**config.mk**
```make
export PLATFORM = sky130hd
export DESIGN_NAME = multiply_carry_prng_uniform
export DESIGN_NICKNAME = d
export VERILOG_FILES = /design/src/hdl/mcprng_pkg.sv /design/src/hdl/multiply_carry_prng_uniform.sv
export SDC_FILE = /design/constraint.sdc
export NUM_CORES = 2
export LEC_CHECK = 0
export ABC_CLOCK_PERIOD_IN_PS = 19610
export BUFFER_PORTS_ARGS = -buffer_cell sky130_fd_sc_hd__clkbuf_2
export CAP_MARGIN = 30
export CORE_ASPECT_RATIO = 1.5
export CORE_MARGIN = 1.5
export CORE_UTILIZATION = 49
export CTS_BUF_LIST = sky130_fd_sc_hd__clkbuf_16
export DETAILED_ROUTE_END_ITERATION = 16
export MAX_ROUTING_LAYER = met4
export PLACE_DENSITY = 0.65
export SYNTH_ARGS = -nofsm -noshare
export SYNTH_HDL_FRONTEND = slang
export SYNTH_SLANG_ARGS = --single-unit
```
**constraint.sdc**
```tcl
create_clock -name clk -period 19.61 [get_ports clk]
set_input_delay 3.922 -clock clk [delete_from_list [all_inputs] [get_ports clk]]
set_output_delay 3.922 -clock clk [all_outputs]
set_load 0.01 [all_outputs]
```
**src/hdl/mcprng_pkg.sv**
```systemverilog
`timescale 1ns / 1ps
// ----------------------------------------------------------------------------
// mcprng_pkg
// Constants, control word layout and microprogram for the multiply-with-carry
// uniform generator.
// ----------------------------------------------------------------------------
package mcprng_pkg;

  localparam int unsigned WORD_W  = 32;
  localparam int unsigned PROD_W  = 2 * WORD_W;
  localparam int unsigned NWORDS  = 5;
  localparam int unsigned PC_W    = 4;
  localparam int unsigned CNT_W   = 5;

  localparam logic [WORD_W-1:0] SEED_MULT = 32'd29943829;
  localparam logic [WORD_W-1:0] COEF_W3   = 32'd2111111111;
  localparam logic [WORD_W-1:0] COEF_W2   = 32'd1492;
  localparam logic [WORD_W-1:0] COEF_W1   = 32'd1776;
  localparam logic [WORD_W-1:0] COEF_W0   = 32'd5115;

  // loop counts, stored as passes minus one
  localparam logic [CNT_W-1:0] SEED_LAST = CNT_W'(NWORDS - 1);
  localparam logic [CNT_W-1:0] WARM_LAST = CNT_W'(19 - 1);

  // multiplier operand selects
  localparam logic [2:0] MS_NONE = 3'd0;
  localparam logic [2:0] MS_SEED = 3'd1;
  localparam logic [2:0] MS_W3   = 3'd2;
  localparam logic [2:0] MS_W2   = 3'd3;
  localparam logic [2:0] MS_W1   = 3'd4;
  localparam logic [2:0] MS_W0   = 3'd5;
  localparam logic [2:0] MS_SPAN = 3'd6;

  // accumulator operations
  localparam logic [1:0] ACC_HOLD = 2'd0;
  localparam logic [1:0] ACC_LOAD = 2'd1;
  localparam logic [1:0] ACC_ADD  = 2'd2;

  // sequencing conditions
  localparam logic [1:0] C_NEXT = 2'd0;
  localparam logic [1:0] C_LOOP = 2'd1;
  localparam logic [1:0] C_KIND = 2'd2;
  localparam logic [1:0] C_FIN  = 2'd3;

  // request modes
  localparam logic [1:0] MODE_SEED  = 2'd0;
  localparam logic [1:0] MODE_DRAW  = 2'd1;
  localparam logic [1:0] MODE_EQUAL = 2'd2;

  // request kinds on the input tuser
  localparam logic REQ_SEED = 1'b0;
  localparam logic REQ_DRAW = 1'b1;

  // program addresses
  localparam logic [PC_W-1:0] S_SEED_MUL = 4'd0;
  localparam logic [PC_W-1:0] S_SEED_WR  = 4'd1;
  localparam logic [PC_W-1:0] S_GEN_W3   = 4'd2;
  localparam logic [PC_W-1:0] S_GEN_W2   = 4'd3;
  localparam logic [PC_W-1:0] S_GEN_W1   = 4'd4;
  localparam logic [PC_W-1:0] S_GEN_W0   = 4'd5;
  localparam logic [PC_W-1:0] S_GEN_CMT  = 4'd6;
  localparam logic [PC_W-1:0] S_KIND     = 4'd7;
  localparam logic [PC_W-1:0] S_SPAN_MUL = 4'd8;
  localparam logic [PC_W-1:0] S_FIN      = 4'd9;

  typedef struct packed {
    logic [2:0]      mul_sel;
    logic [1:0]      acc_op;
    logic            commit;
    logic            seed_wr;
    logic            reload;
    logic [1:0]      cond;
    logic [PC_W-1:0] target;
  } ucode_t;

  function automatic ucode_t ucode_rom(input logic [PC_W-1:0] pc);
    ucode_t uc;
    uc = '{mul_sel: MS_NONE, acc_op: ACC_HOLD, commit: 1'b0, seed_wr: 1'b0,
           reload: 1'b0, cond: C_NEXT, target: S_SEED_MUL};
    unique case (pc)
      S_SEED_MUL: uc.mul_sel = MS_SEED;
      S_SEED_WR: begin
        uc.seed_wr = 1'b1;
        uc.reload  = 1'b1;
        uc.cond    = C_LOOP;
        uc.target  = S_SEED_MUL;
      end
      S_GEN_W3: begin
        uc.mul_sel = MS_W3;
        uc.acc_op  = ACC_LOAD;
      end
      S_GEN_W2: begin
        uc.mul_sel = MS_W2;
        uc.acc_op  = ACC_ADD;
      end
      S_GEN_W1: begin
        uc.mul_sel = MS_W1;
        uc.acc_op  = ACC_ADD;
      end
      S_GEN_W0: begin
        uc.mul_sel = MS_W0;
        uc.acc_op  = ACC_ADD;
      end
      S_GEN_CMT: begin
        uc.commit = 1'b1;
        uc.cond   = C_LOOP;
        uc.target = S_GEN_W3;
      end
      S_KIND: begin
        uc.cond   = C_KIND;
        uc.target = S_FIN;
      end
      S_SPAN_MUL: uc.mul_sel = MS_SPAN;
      default: uc.cond = C_FIN;
    endcase
    return uc;
  endfunction

endpackage

```
**src/hdl/multiply_carry_prng_uniform.sv**
```systemverilog
`timescale 1ns / 1ps
// ----------------------------------------------------------------------------
// multiply_carry_prng_uniform
// Five-word multiply-with-carry generator run by a microprogrammed sequencer
// over one shared 32x32 multiplier, with reseed and bounded integer draws.
// ----------------------------------------------------------------------------
// Draw: a generator step (lag products on the shared multiplier, commit), kind
// test, range multiply, output load (held off while an untaken result waits);
// the next request is taken once the result is loaded. Equal bounds: load only.
// Reseed: 5 seed passes, 19 warm-up steps, then finish.
// One request at a time; a finished result may wait while the next is taken.
// Reset runs the zero-seed program with in_tready low.
module multiply_carry_prng_uniform
  import mcprng_pkg::*;
(
  input  logic        clk,
  input  logic        rst_n,
  input  logic        in_tvalid,
  output logic        in_tready,
  input  logic [95:0] in_tdata,   // seed_value[31:0], range_low[63:32], range_high[95:64]
  input  logic        in_tuser,   // req_type
  output logic        out_tvalid,
  input  logic        out_tready,
  output logic [63:0] out_tdata,  // draw_value[31:0], raw_word[63:32]
  output logic        out_tuser   // seed_ack
);

  logic [WORD_W-1:0] gw_r [NWORDS];
  logic [WORD_W-1:0] gw_nxt [NWORDS];
  logic [WORD_W-1:0] s_r, s_nxt;
  logic [WORD_W-1:0] lo_r, lo_nxt;
  logic [WORD_W-1:0] span_r, span_nxt;
  logic [PROD_W-1:0] prod_r, prod_nxt;
  logic [PROD_W-1:0] acc_r, acc_nxt;
  logic [PC_W-1:0]   pc_r, pc_nxt;
  logic [CNT_W-1:0]  cnt_r, cnt_nxt;
  logic [1:0]        mode_r, mode_nxt;
  logic              busy_r, busy_nxt;
  logic              quiet_r, quiet_nxt;
  logic              ovalid_r, ovalid_nxt;
  logic [63:0]       odata_r, odata_nxt;
  logic              ouser_r, ouser_nxt;

  ucode_t            uc;
  logic [WORD_W-1:0] mul_a, mul_b;
  logic [PROD_W-1:0] sum;
  logic [WORD_W-1:0] s_dec;
  logic [WORD_W-1:0] req_seed, req_lo, req_hi;
  logic              accept;

  assign req_seed = in_tdata[31:0];
  assign req_lo   = in_tdata[63:32];
  assign req_hi   = in_tdata[95:64];

  assign in_tready  = !busy_r;
  assign accept     = in_tvalid && !busy_r;
  assign out_tvalid = ovalid_r;
  assign out_tdata  = odata_r;
  assign out_tuser  = ouser_r;

  assign uc    = ucode_rom(pc_r);
  assign sum   = acc_r + prod_r;
  assign s_dec = prod_r[WORD_W-1:0] - WORD_W'(1);

  always_comb begin
    mul_a = gw_r[0];
    mul_b = '0;
    case (uc.mul_sel)
      MS_SEED: begin
        mul_a = s_r;
        mul_b = SEED_MULT;
      end
      MS_W3: begin
        mul_a = gw_r[3];
        mul_b = COEF_W3;
      end
      MS_W2: begin
        mul_a = gw_r[2];
        mul_b = COEF_W2;
      end
      MS_W1: begin
        mul_a = gw_r[1];
        mul_b = COEF_W1;
      end
      MS_W0: begin
        mul_a = gw_r[0];
        mul_b = COEF_W0;
      end
      MS_SPAN: begin
        mul_a = gw_r[0];
        mul_b = span_r;
      end
      default: begin
        mul_a = gw_r[0];
        mul_b = '0;
      end
    endcase
  end

  always_comb begin
    gw_nxt     = gw_r;
    s_nxt      = s_r;
    lo_nxt     = lo_r;
    span_nxt   = span_r;
    prod_nxt   = prod_r;
    acc_nxt    = acc_r;
    pc_nxt     = pc_r;
    cnt_nxt    = cnt_r;
    mode_nxt   = mode_r;
    busy_nxt   = busy_r;
    quiet_nxt  = quiet_r;
    ovalid_nxt = ovalid_r && !out_tready;
    odata_nxt  = odata_r;
    ouser_nxt  = ouser_r;

    if (busy_r) begin
      if (uc.mul_sel != MS_NONE) begin
        prod_nxt = PROD_W'(mul_a) * PROD_W'(mul_b);
      end

      case (uc.acc_op)
        ACC_LOAD: acc_nxt = PROD_W'(gw_r[4]);
        ACC_ADD:  acc_nxt = sum;
        default:  acc_nxt = acc_r;
      endcase

      // shift seed words down, new word enters at the top
      if (uc.seed_wr) begin
        s_nxt = s_dec;
        for (int k = 0; k < NWORDS - 1; k++) begin
          gw_nxt[k] = gw_r[k+1];
        end
        gw_nxt[NWORDS-1] = s_dec;
      end

      // advance the generator: lags up, new word in 0, carry in 4
      if (uc.commit) begin
        gw_nxt[3] = gw_r[2];
        gw_nxt[2] = gw_r[1];
        gw_nxt[1] = gw_r[0];
        gw_nxt[0] = sum[WORD_W-1:0];
        gw_nxt[4] = sum[PROD_W-1:WORD_W];
      end

      unique case (uc.cond)
        C_NEXT: pc_nxt = pc_r + PC_W'(1);
        C_LOOP: begin
          if (cnt_r != '0) begin
            cnt_nxt = cnt_r - CNT_W'(1);
            pc_nxt  = uc.target;
          end else begin
            pc_nxt = pc_r + PC_W'(1);
            if (uc.reload) begin
              cnt_nxt = WARM_LAST;
            end
          end
        end
        C_KIND: pc_nxt = (mode_r == MODE_SEED) ? uc.target : pc_r + PC_W'(1);
        C_FIN: begin
          if (quiet_r) begin
            busy_nxt  = 1'b0;
            quiet_nxt = 1'b0;
          end else if (!ovalid_r || out_tready) begin
            busy_nxt   = 1'b0;
            ovalid_nxt = 1'b1;
            unique case (mode_r)
              MODE_DRAW: begin
                odata_nxt = {gw_r[0], prod_r[PROD_W-1:WORD_W] + lo_r};
                ouser_nxt = 1'b0;
              end
              MODE_EQUAL: begin
                odata_nxt = {{WORD_W{1'b0}}, lo_r};
                ouser_nxt = 1'b0;
              end
              default: begin
                odata_nxt = '0;
                ouser_nxt = 1'b1;
              end
            endcase
          end
        end
      endcase
    end else if (accept) begin
      busy_nxt = 1'b1;
      s_nxt    = req_seed;
      lo_nxt   = req_lo;
      span_nxt = req_hi - req_lo + WORD_W'(1);
      if (in_tuser == REQ_SEED) begin
        mode_nxt = MODE_SEED;
        cnt_nxt  = SEED_LAST;
        pc_nxt   = S_SEED_MUL;
      end else if (req_hi == req_lo) begin
        mode_nxt = MODE_EQUAL;
        pc_nxt   = S_FIN;
      end else begin
        mode_nxt = MODE_DRAW;
        cnt_nxt  = '0;
        pc_nxt   = S_GEN_W3;
      end
    end
  end

  always_ff @(posedge clk) begin
    gw_r    <= gw_nxt;
    lo_r    <= lo_nxt;
    span_r  <= span_nxt;
    prod_r  <= prod_nxt;
    acc_r   <= acc_nxt;
    odata_r <= odata_nxt;
    ouser_r <= ouser_nxt;
    if (!rst_n) begin
      s_r      <= '0;
      pc_r     <= S_SEED_MUL;
      cnt_r    <= SEED_LAST;
      mode_r   <= MODE_SEED;
      busy_r   <= 1'b1;
      quiet_r  <= 1'b1;
      ovalid_r <= 1'b0;
    end else begin
      s_r      <= s_nxt;
      pc_r     <= pc_nxt;
      cnt_r    <= cnt_nxt;
      mode_r   <= mode_nxt;
      busy_r   <= busy_nxt;
      quiet_r  <= quiet_nxt;
      ovalid_r <= ovalid_nxt;
    end
  end

endmodule

```
### After elaboration in Yosys (flattened, before gate mapping)

Index checks and enable logic that the tools add are counted.

| operators by class | value |
|---|---|
| order comparisons | 0 |
| div/mod/pow operators | 0 |
| multipliers | 1 |
| reductions and logical operators | 27 |
| equality and inequality tests | 27 |
| bitwise logic cells | 2 |
| mux-type cells | 41 |
| shifts and indexed selects | 0 |
| add/sub/neg operators | 7 |

Operator list:

| kind | count |
|---|---|
| $mux W160 | 2 |
| $pmux W64 S2 | 2 |
| $pmux W32 S6 | 1 |
| $pmux W32 S4 | 1 |
| $mux W32 | 3 |
| $add A64 B64 Y64 | 1 |
| $mul A32 B32 Y64 | 1 |
| $mux W5 | 7 |
| $add A32 B1 Y32 const B | 1 |
| $add A32 B32 Y32 | 1 |
| $eq A32 B32 Y1 | 1 |
| $sub A32 B1 Y32 const B | 1 |
| $sub A32 B32 Y32 | 1 |
| $mux W4 | 6 |
| $pmux W3 S6 | 1 |
| $eq A4 B3 Y1 const B | 4 |
| $reduce_and A2 Y1 | 7 |
| $pmux W4 S3 | 1 |
| $mux W1 | 11 |
| $eq A3 B3 Y1 const B | 3 |
| $eq A2 B2 Y1 const B | 4 |
| $eq A4 B2 Y1 const B | 2 |
| $pmux W4 S2 | 1 |
| $reduce_and A4 Y1 | 2 |
| 26 further kinds | 40 |

| storage, ports and cells | value |
|---|---|
| word-level logic and storage cells | 123 |
| bits of input ports | 101 |
| memory bits (read-only) | 0 |
| output and inout port bits | 67 |
| memories kept | 0 |
| bits in latches | 0 |
| RAM bits | 0 |
| register bits after elaboration | 463 |

### Longest topological paths before layout

| logic depth | value |
|---|---|
| depth in word-level cells | 6 |
| mapped depth | 43 |
| gate-level depth less buffers | 38 |

### Worst setup path after synthesis

Ideal clock, no wire load.

| path | value |
|---|---|
| path type | register -> register |
| from | reg busy_r |
| to | reg gw_r[0] (netlist name) (enable) |
| path buffers | 2 |
| data required time | 18.693 ns |
| setup slack | 6.035 ns |
| setup time | 0.917 ns |
| stages on the path, launching flop included | 5 |
| clock period less this slack | 13.575 ns |
| arrival | 12.658 ns |
| cells stage by stage | dfxtp_1 > clkbuf_1 > clkinv_1 > buf_4 > a211oi_1 |

| between the ends | value |
|---|---|
| word-level cells in the longest chain between the ends | 1 |

Ends and longest elaborated chain:

| item | line | text |
|---|---|---|
| start, declared | multiply_carry_prng_uniform.sv:38 | `logic busy_r, busy_nxt;` |
| start signal, assigned | multiply_carry_prng_uniform.sv:224 | `busy_r <= busy_nxt;` |
| $reduce_and A2 Y1 (no source line) | - |  |
| end signal, assigned | multiply_carry_prng_uniform.sv:204 | `gw_r <= gw_nxt;` |
| end, declared | multiply_carry_prng_uniform.sv:28 | `logic [WORD_W-1:0] gw_r [NWORDS];` |

Every way passes these cells.
A chain may end at the register's enable or synchronous reset.

### Final worst setup path

| path | value |
|---|---|
| from | reg pc_r[0] |
| to | reg prod_r[63], data pin |

| between the ends | value |
|---|---|
| word-level cells in the longest chain between the ends | 5 |
| elaborated cells on any way between the ends | 16 |
| those cells by class | 1 x mul; 11 x eq/ne; 3 x mux; 1 x reduce/logical |

Ends and longest elaborated chain:

| item | line | text |
|---|---|---|
| start, declared | multiply_carry_prng_uniform.sv:35 | `logic [PC_W-1:0] pc_r, pc_nxt;` |
| start signal, assigned | multiply_carry_prng_uniform.sv:221 | `pc_r <= pc_nxt;` |
| $eq A4 B4 Y1, or another cell as far along | mcprng_pkg.sv:80 | `unique case (pc)` |
| $pmux W3 S6 (*) | mcprng_pkg.sv:80 |  |
| $eq A3 B3 Y1, or another cell as far along | multiply_carry_prng_uniform.sv:68 | `case (uc.mul_sel)` |
| $pmux W32 S6 or $pmux W32 S4 (tied branches) | multiply_carry_prng_uniform.sv:68 |  |
| $mul A32 B32 Y64 (*) | multiply_carry_prng_uniform.sv:118 | `prod_nxt = PROD_W'(mul_a) * PROD_W'(mul_b);` |
| end signal, assigned | multiply_carry_prng_uniform.sv:207 | `prod_r <= prod_nxt;` |
| end, declared | multiply_carry_prng_uniform.sv:33 | `logic [PROD_W-1:0] prod_r, prod_nxt;` |

Mark *: on every way between the ends. The rest lies on a longest branch, timed or not.

==> metrics.json <==
{
  "outcome": {"value": "completed"},
  "pin_count": {"value": 168},
  "layout_commonest_cell": {"value": "sky130_fd_sc_hd__nand2_1"},
  "ys_warn_count": {"value": 0},
  "clock.fmax": {"value": 0.0828, "unit": "GHz"},
  "grt_overflow": {"value": 0},
  "place_ws": {"value": 7730, "unit": "ps"},
  "min_period_over_period": {"value": 61.6, "unit": "%"},
  "timing.reg2reg.setup_slack": {"value": 7540, "unit": "ps"},
  "timing.critical_path.arrival": {"value": 12410, "unit": "ps"},
  "sink_of_the_worst_hold_path": {"value": "quiet_r"},
  "postSynthRegisterBits": {"value": 463},
  "cp_data_required_time": {"value": 19950, "unit": "ps"},
  "crit_path_max_incr_delay": {"value": 830, "unit": "ps"},
  "drc_errors": {"value": 0},
  "starting_utilization_of_the_core_area": {"value": 49.5, "unit": "%"},
  "relative_max_transition_margin": {"value": 16.2, "unit": "%"},
  "rows": {"value": 155},
  "share_of_layout_cells_above_drive_strength_1": {"value": 7.48, "unit": "%"},
  "crit_slowest_cell": {"value": "sky130_fd_sc_hd__and3_1"},
  "hp-start": {"value": "quiet_r"},
  "yosys-top-cells-area": {"value": "sky130_fd_sc_hd__fa_1, sky130_fd_sc_hd__edfxtp_1, sky130_fd_sc_hd__ha_1, sky130_fd_sc_hd__nand2_1, sky130_fd_sc_hd__inv_1"},
  "mappedNetlistNets": {"value": 7819},
  "layout-area-overhead-vs-synth": {"value": 7.03, "unit": "%"},
  "drt_first_pass_iters": {"value": 7},
  "rsz_0062_raised_after_global_routing": {"value": "false"},
  "ant_nets": {"value": 0},
  "grt_antenna_before_repair": {"value": 7},
  "setup.worst_path.start_class": {"value": "flop"},
  "dominant_cell_type_by_count_on_the_critical_path": {"value": "sky130_fd_sc_hd__fa_1"},
  "crit-reg2reg-capture": {"value": "prod_r[63]"},
  "worst-r2r-cell-count": {"value": 35},
  "seqCellArea": {"value": 13400, "unit": "um2"},
  "grt_pass1_wl": {"value": 316000, "unit": "um"},
  "ctsResizeCount": {"value": 0},
  "io_buffers": {"value": 167},
  "core_area": {"value": 119000, "unit": "um2"},
  "synth-edff-count": {"value": 417},
  "layout_setup_ws": {"value": 7540, "unit": "ps"},
  "wire_per_inst": {"value": 27.0, "unit": "um"},
  "postSynth.topFlopCell": {"value": "sky130_fd_sc_hd__edfxtp_1"},
  "timing.critical_path.fanout_max": {"value": 35},
  "syn-instance-count": {"value": 6391},
  "multi_input_area": {"value": 40800, "unit": "um2"},
  "clock_pin_transition_on_the_worst_setup_and_hold_timing_paths": {"value": 70, "unit": "ps"},
  "reg2reg_from": {"value": "pc_r[0]"},
  "dp_hpwl": {"value": 165000, "unit": "um"},
  "timing.setup.tns": {"value": 0, "unit": "ps"},
  "min_period": {"value": 12070, "unit": "ps"},
  "die_area": {"value": 122000, "unit": "um2"},
  "n_fill_cell": {"value": 10988},
  "post_synthesis_area_per_instance": {"value": 9.22, "unit": "um2"},
  "min_path_type": {"value": "flop to flop"},
  "cts_tree": {"value": "built"},
  "detail_route.wirelength": {"value": 216000, "unit": "um"},
  "die_x": {"value": 286, "unit": "um"},
  "nNetsFinal": {"value": 7822},
  "worst-slew-pin-transition": {"value": 1260, "unit": "ps"},
  "global_route.usage.total": {"value": 36.7, "unit": "%"},
  "num_vias": {"value": 47555},
  "synth_cell_types": {"value": 91},
  "timing.max_cap.violations": {"value": 0},
  "synth-seq-area-share": {"value": 22.8, "unit": "%"},
  "h-tree-depth": {"value": 2},
  "synth.cell_area": {"value": 58900, "unit": "um2"},
  "clockRootBuffer": {"value": "sky130_fd_sc_hd__clkbuf_16"},
  "critical_path.endpoint_type": {"value": "flop"},
  "grt_start_max_net_pins": {"value": 161},
  "cts_max_path_buffers": {"value": 3},
  "tritoncts_num_sinks": {"value": 463},
  "gpl.final_weighted_congestion": {"value": 1.01},
  "worstHoldPathCells": {"value": 2},
  "die_height": {"value": 428, "unit": "um"},
  "finalMaxSlewViolations": {"value": 0},
  "synthArstFlopShare": {"value": 0, "unit": "%"},
  "mostFrequentLayoutCells": {"value": "sky130_fd_sc_hd__nand2_1, sky130_fd_sc_hd__inv_1, sky130_fd_sc_hd__fa_1"},
  "route.detailed.vias_per_inst": {"value": 5.94},
  "criticalPathCategory": {"value": "flop to flop"},
  "hold_viol": {"value": 0},
  "netlist.area_leader.share": {"value": 30.5, "unit": "%"},
  "worst_clock_skew": {"value": 35.2, "unit": "ps"},
  "cts_post_setup_buffers_inserted": {"value": 0},
  "top_cell_type_by_total_area_after_synthesis": {"value": "sky130_fd_sc_hd__fa_1"},
  "report.final.setup_viol": {"value": 0},
  "clock_latency": {"value": 620, "unit": "ps"},
  "detail_route.iter0.violations": {"value": 4664},
  "vias_in_the_first_global_route": {"value": 49220},
  "post_cts_hold_buffer_count": {"value": 0},
  "cts-buffers-inserted": {"value": 42}
}
==> per-stage QoR <==
stage	hold slack, ps	area [um2]	instances	util (%)
final	490	63100	8001	53.0
after global placement	468	61500	7911	51.6
after CTS	492	63000	7994	52.9
after floorplan	450	58900	6391	-
after global routing	519	63100	7999	53.0
after detailed placement	480	61600	7917	51.7
==> how the worst max path moves through the flow <==
| stage | startpoint | to | depth (start not counted) | slack [ps] |
|---|---|---|---|---|
| 2_1_floorplan | busy_r | gw_r[0] | 4 | 6040 |
| 3_3_place_gp | pc_r[0] | prod_r[63] | 33 | 6690 |
| 3_5_place_dp | pc_r[0] | prod_r[63] | 35 | 7730 |
| 4_1_cts | pc_r[0] | prod_r[63] | 35 | 7730 |
| 5_1_grt | pc_r[1] | prod_r[63] | 35 | 7200 |
| 6_report | pc_r[0] | prod_r[63] | 35 | 7540 |
==> state kept, by name, summed over array words and instances, names as in the netlist, 2 cells and up <==
signal and flops:
gw_r 160, acc_r 64, out_tdata 64, prod_r 64, lo_r 32, s_r 32, span_r 32, cnt_r 5
pc_r 4, mode_r 2
==> synthesized netlist by cell type (all sizes together) (5+ instances only) <==
cell    number
mux2        46
a21oi      301
nand3       85
a211oi      31
o21bai      33
o211ai      11
fa         899
a41oi        5
xnor2      138
clkbuf     273
a31o         5
o31ai       10
or4          6
mux2i        9
and3        55
xor2        72
o21ai      144
nor2       782
or2         17
nand2      959
ha         428
a21o       116
nand2b      41
nand4       50
buf         67
nor3b        5
nor3        40
o22ai        8
inv        947
nor2b       56
nor4        12
a22oi       21
dfxtp       46
edfxtp     417
o311a        5
or3         12
a222oi      30
a221oi      10
and2        72
a21boi      16
o21a        31
a31oi       20
==> logic make-up after synthesis <==
| group | synth area share, % |
|---|---|
| simple gates | 15.9 |
| fa+ha+maj | 39.6 |
| buf+inv | 8.30 |
| compound gates | 9.15 |
| flops | 22.8 |
| xor+xnor | 3.13 |
| mux | 1.03 |
==> routing by layer <==
layer	vias up	part of all wire, %	GRT usage (%)
li1	20447	-	-
met1	23749	35	41.4
met2	2581	47	59.2
met3	778	9.3	6.82
met4	0	8.6	25.1
met5	-	0	-
==> cell type report <==
cell class,count,share of cell area (%)
multi-input combinational,4638,64.6
sequential,463,21.3
inverter,950,5.66
tap,1570,3.12
timing repair buffer,299,3.05
clock buffer,43,1.71
clock inverter,34,0.500
antenna,4,0.0159
==> critical path, delay by kind of cell (launching register included) <==
family | cells | cell delay, ps
compound gates | 5 | 1980
fa+ha+maj | 10 | 4930
flops | 1 | 370
simple gates | 11 | 3290
buf+inv | 8 | 1050
xor+xnor | 1 | 140
Power is not shown: default switching activity piles up to over one toggle a cycle in this logic, so the estimate is an artifact.
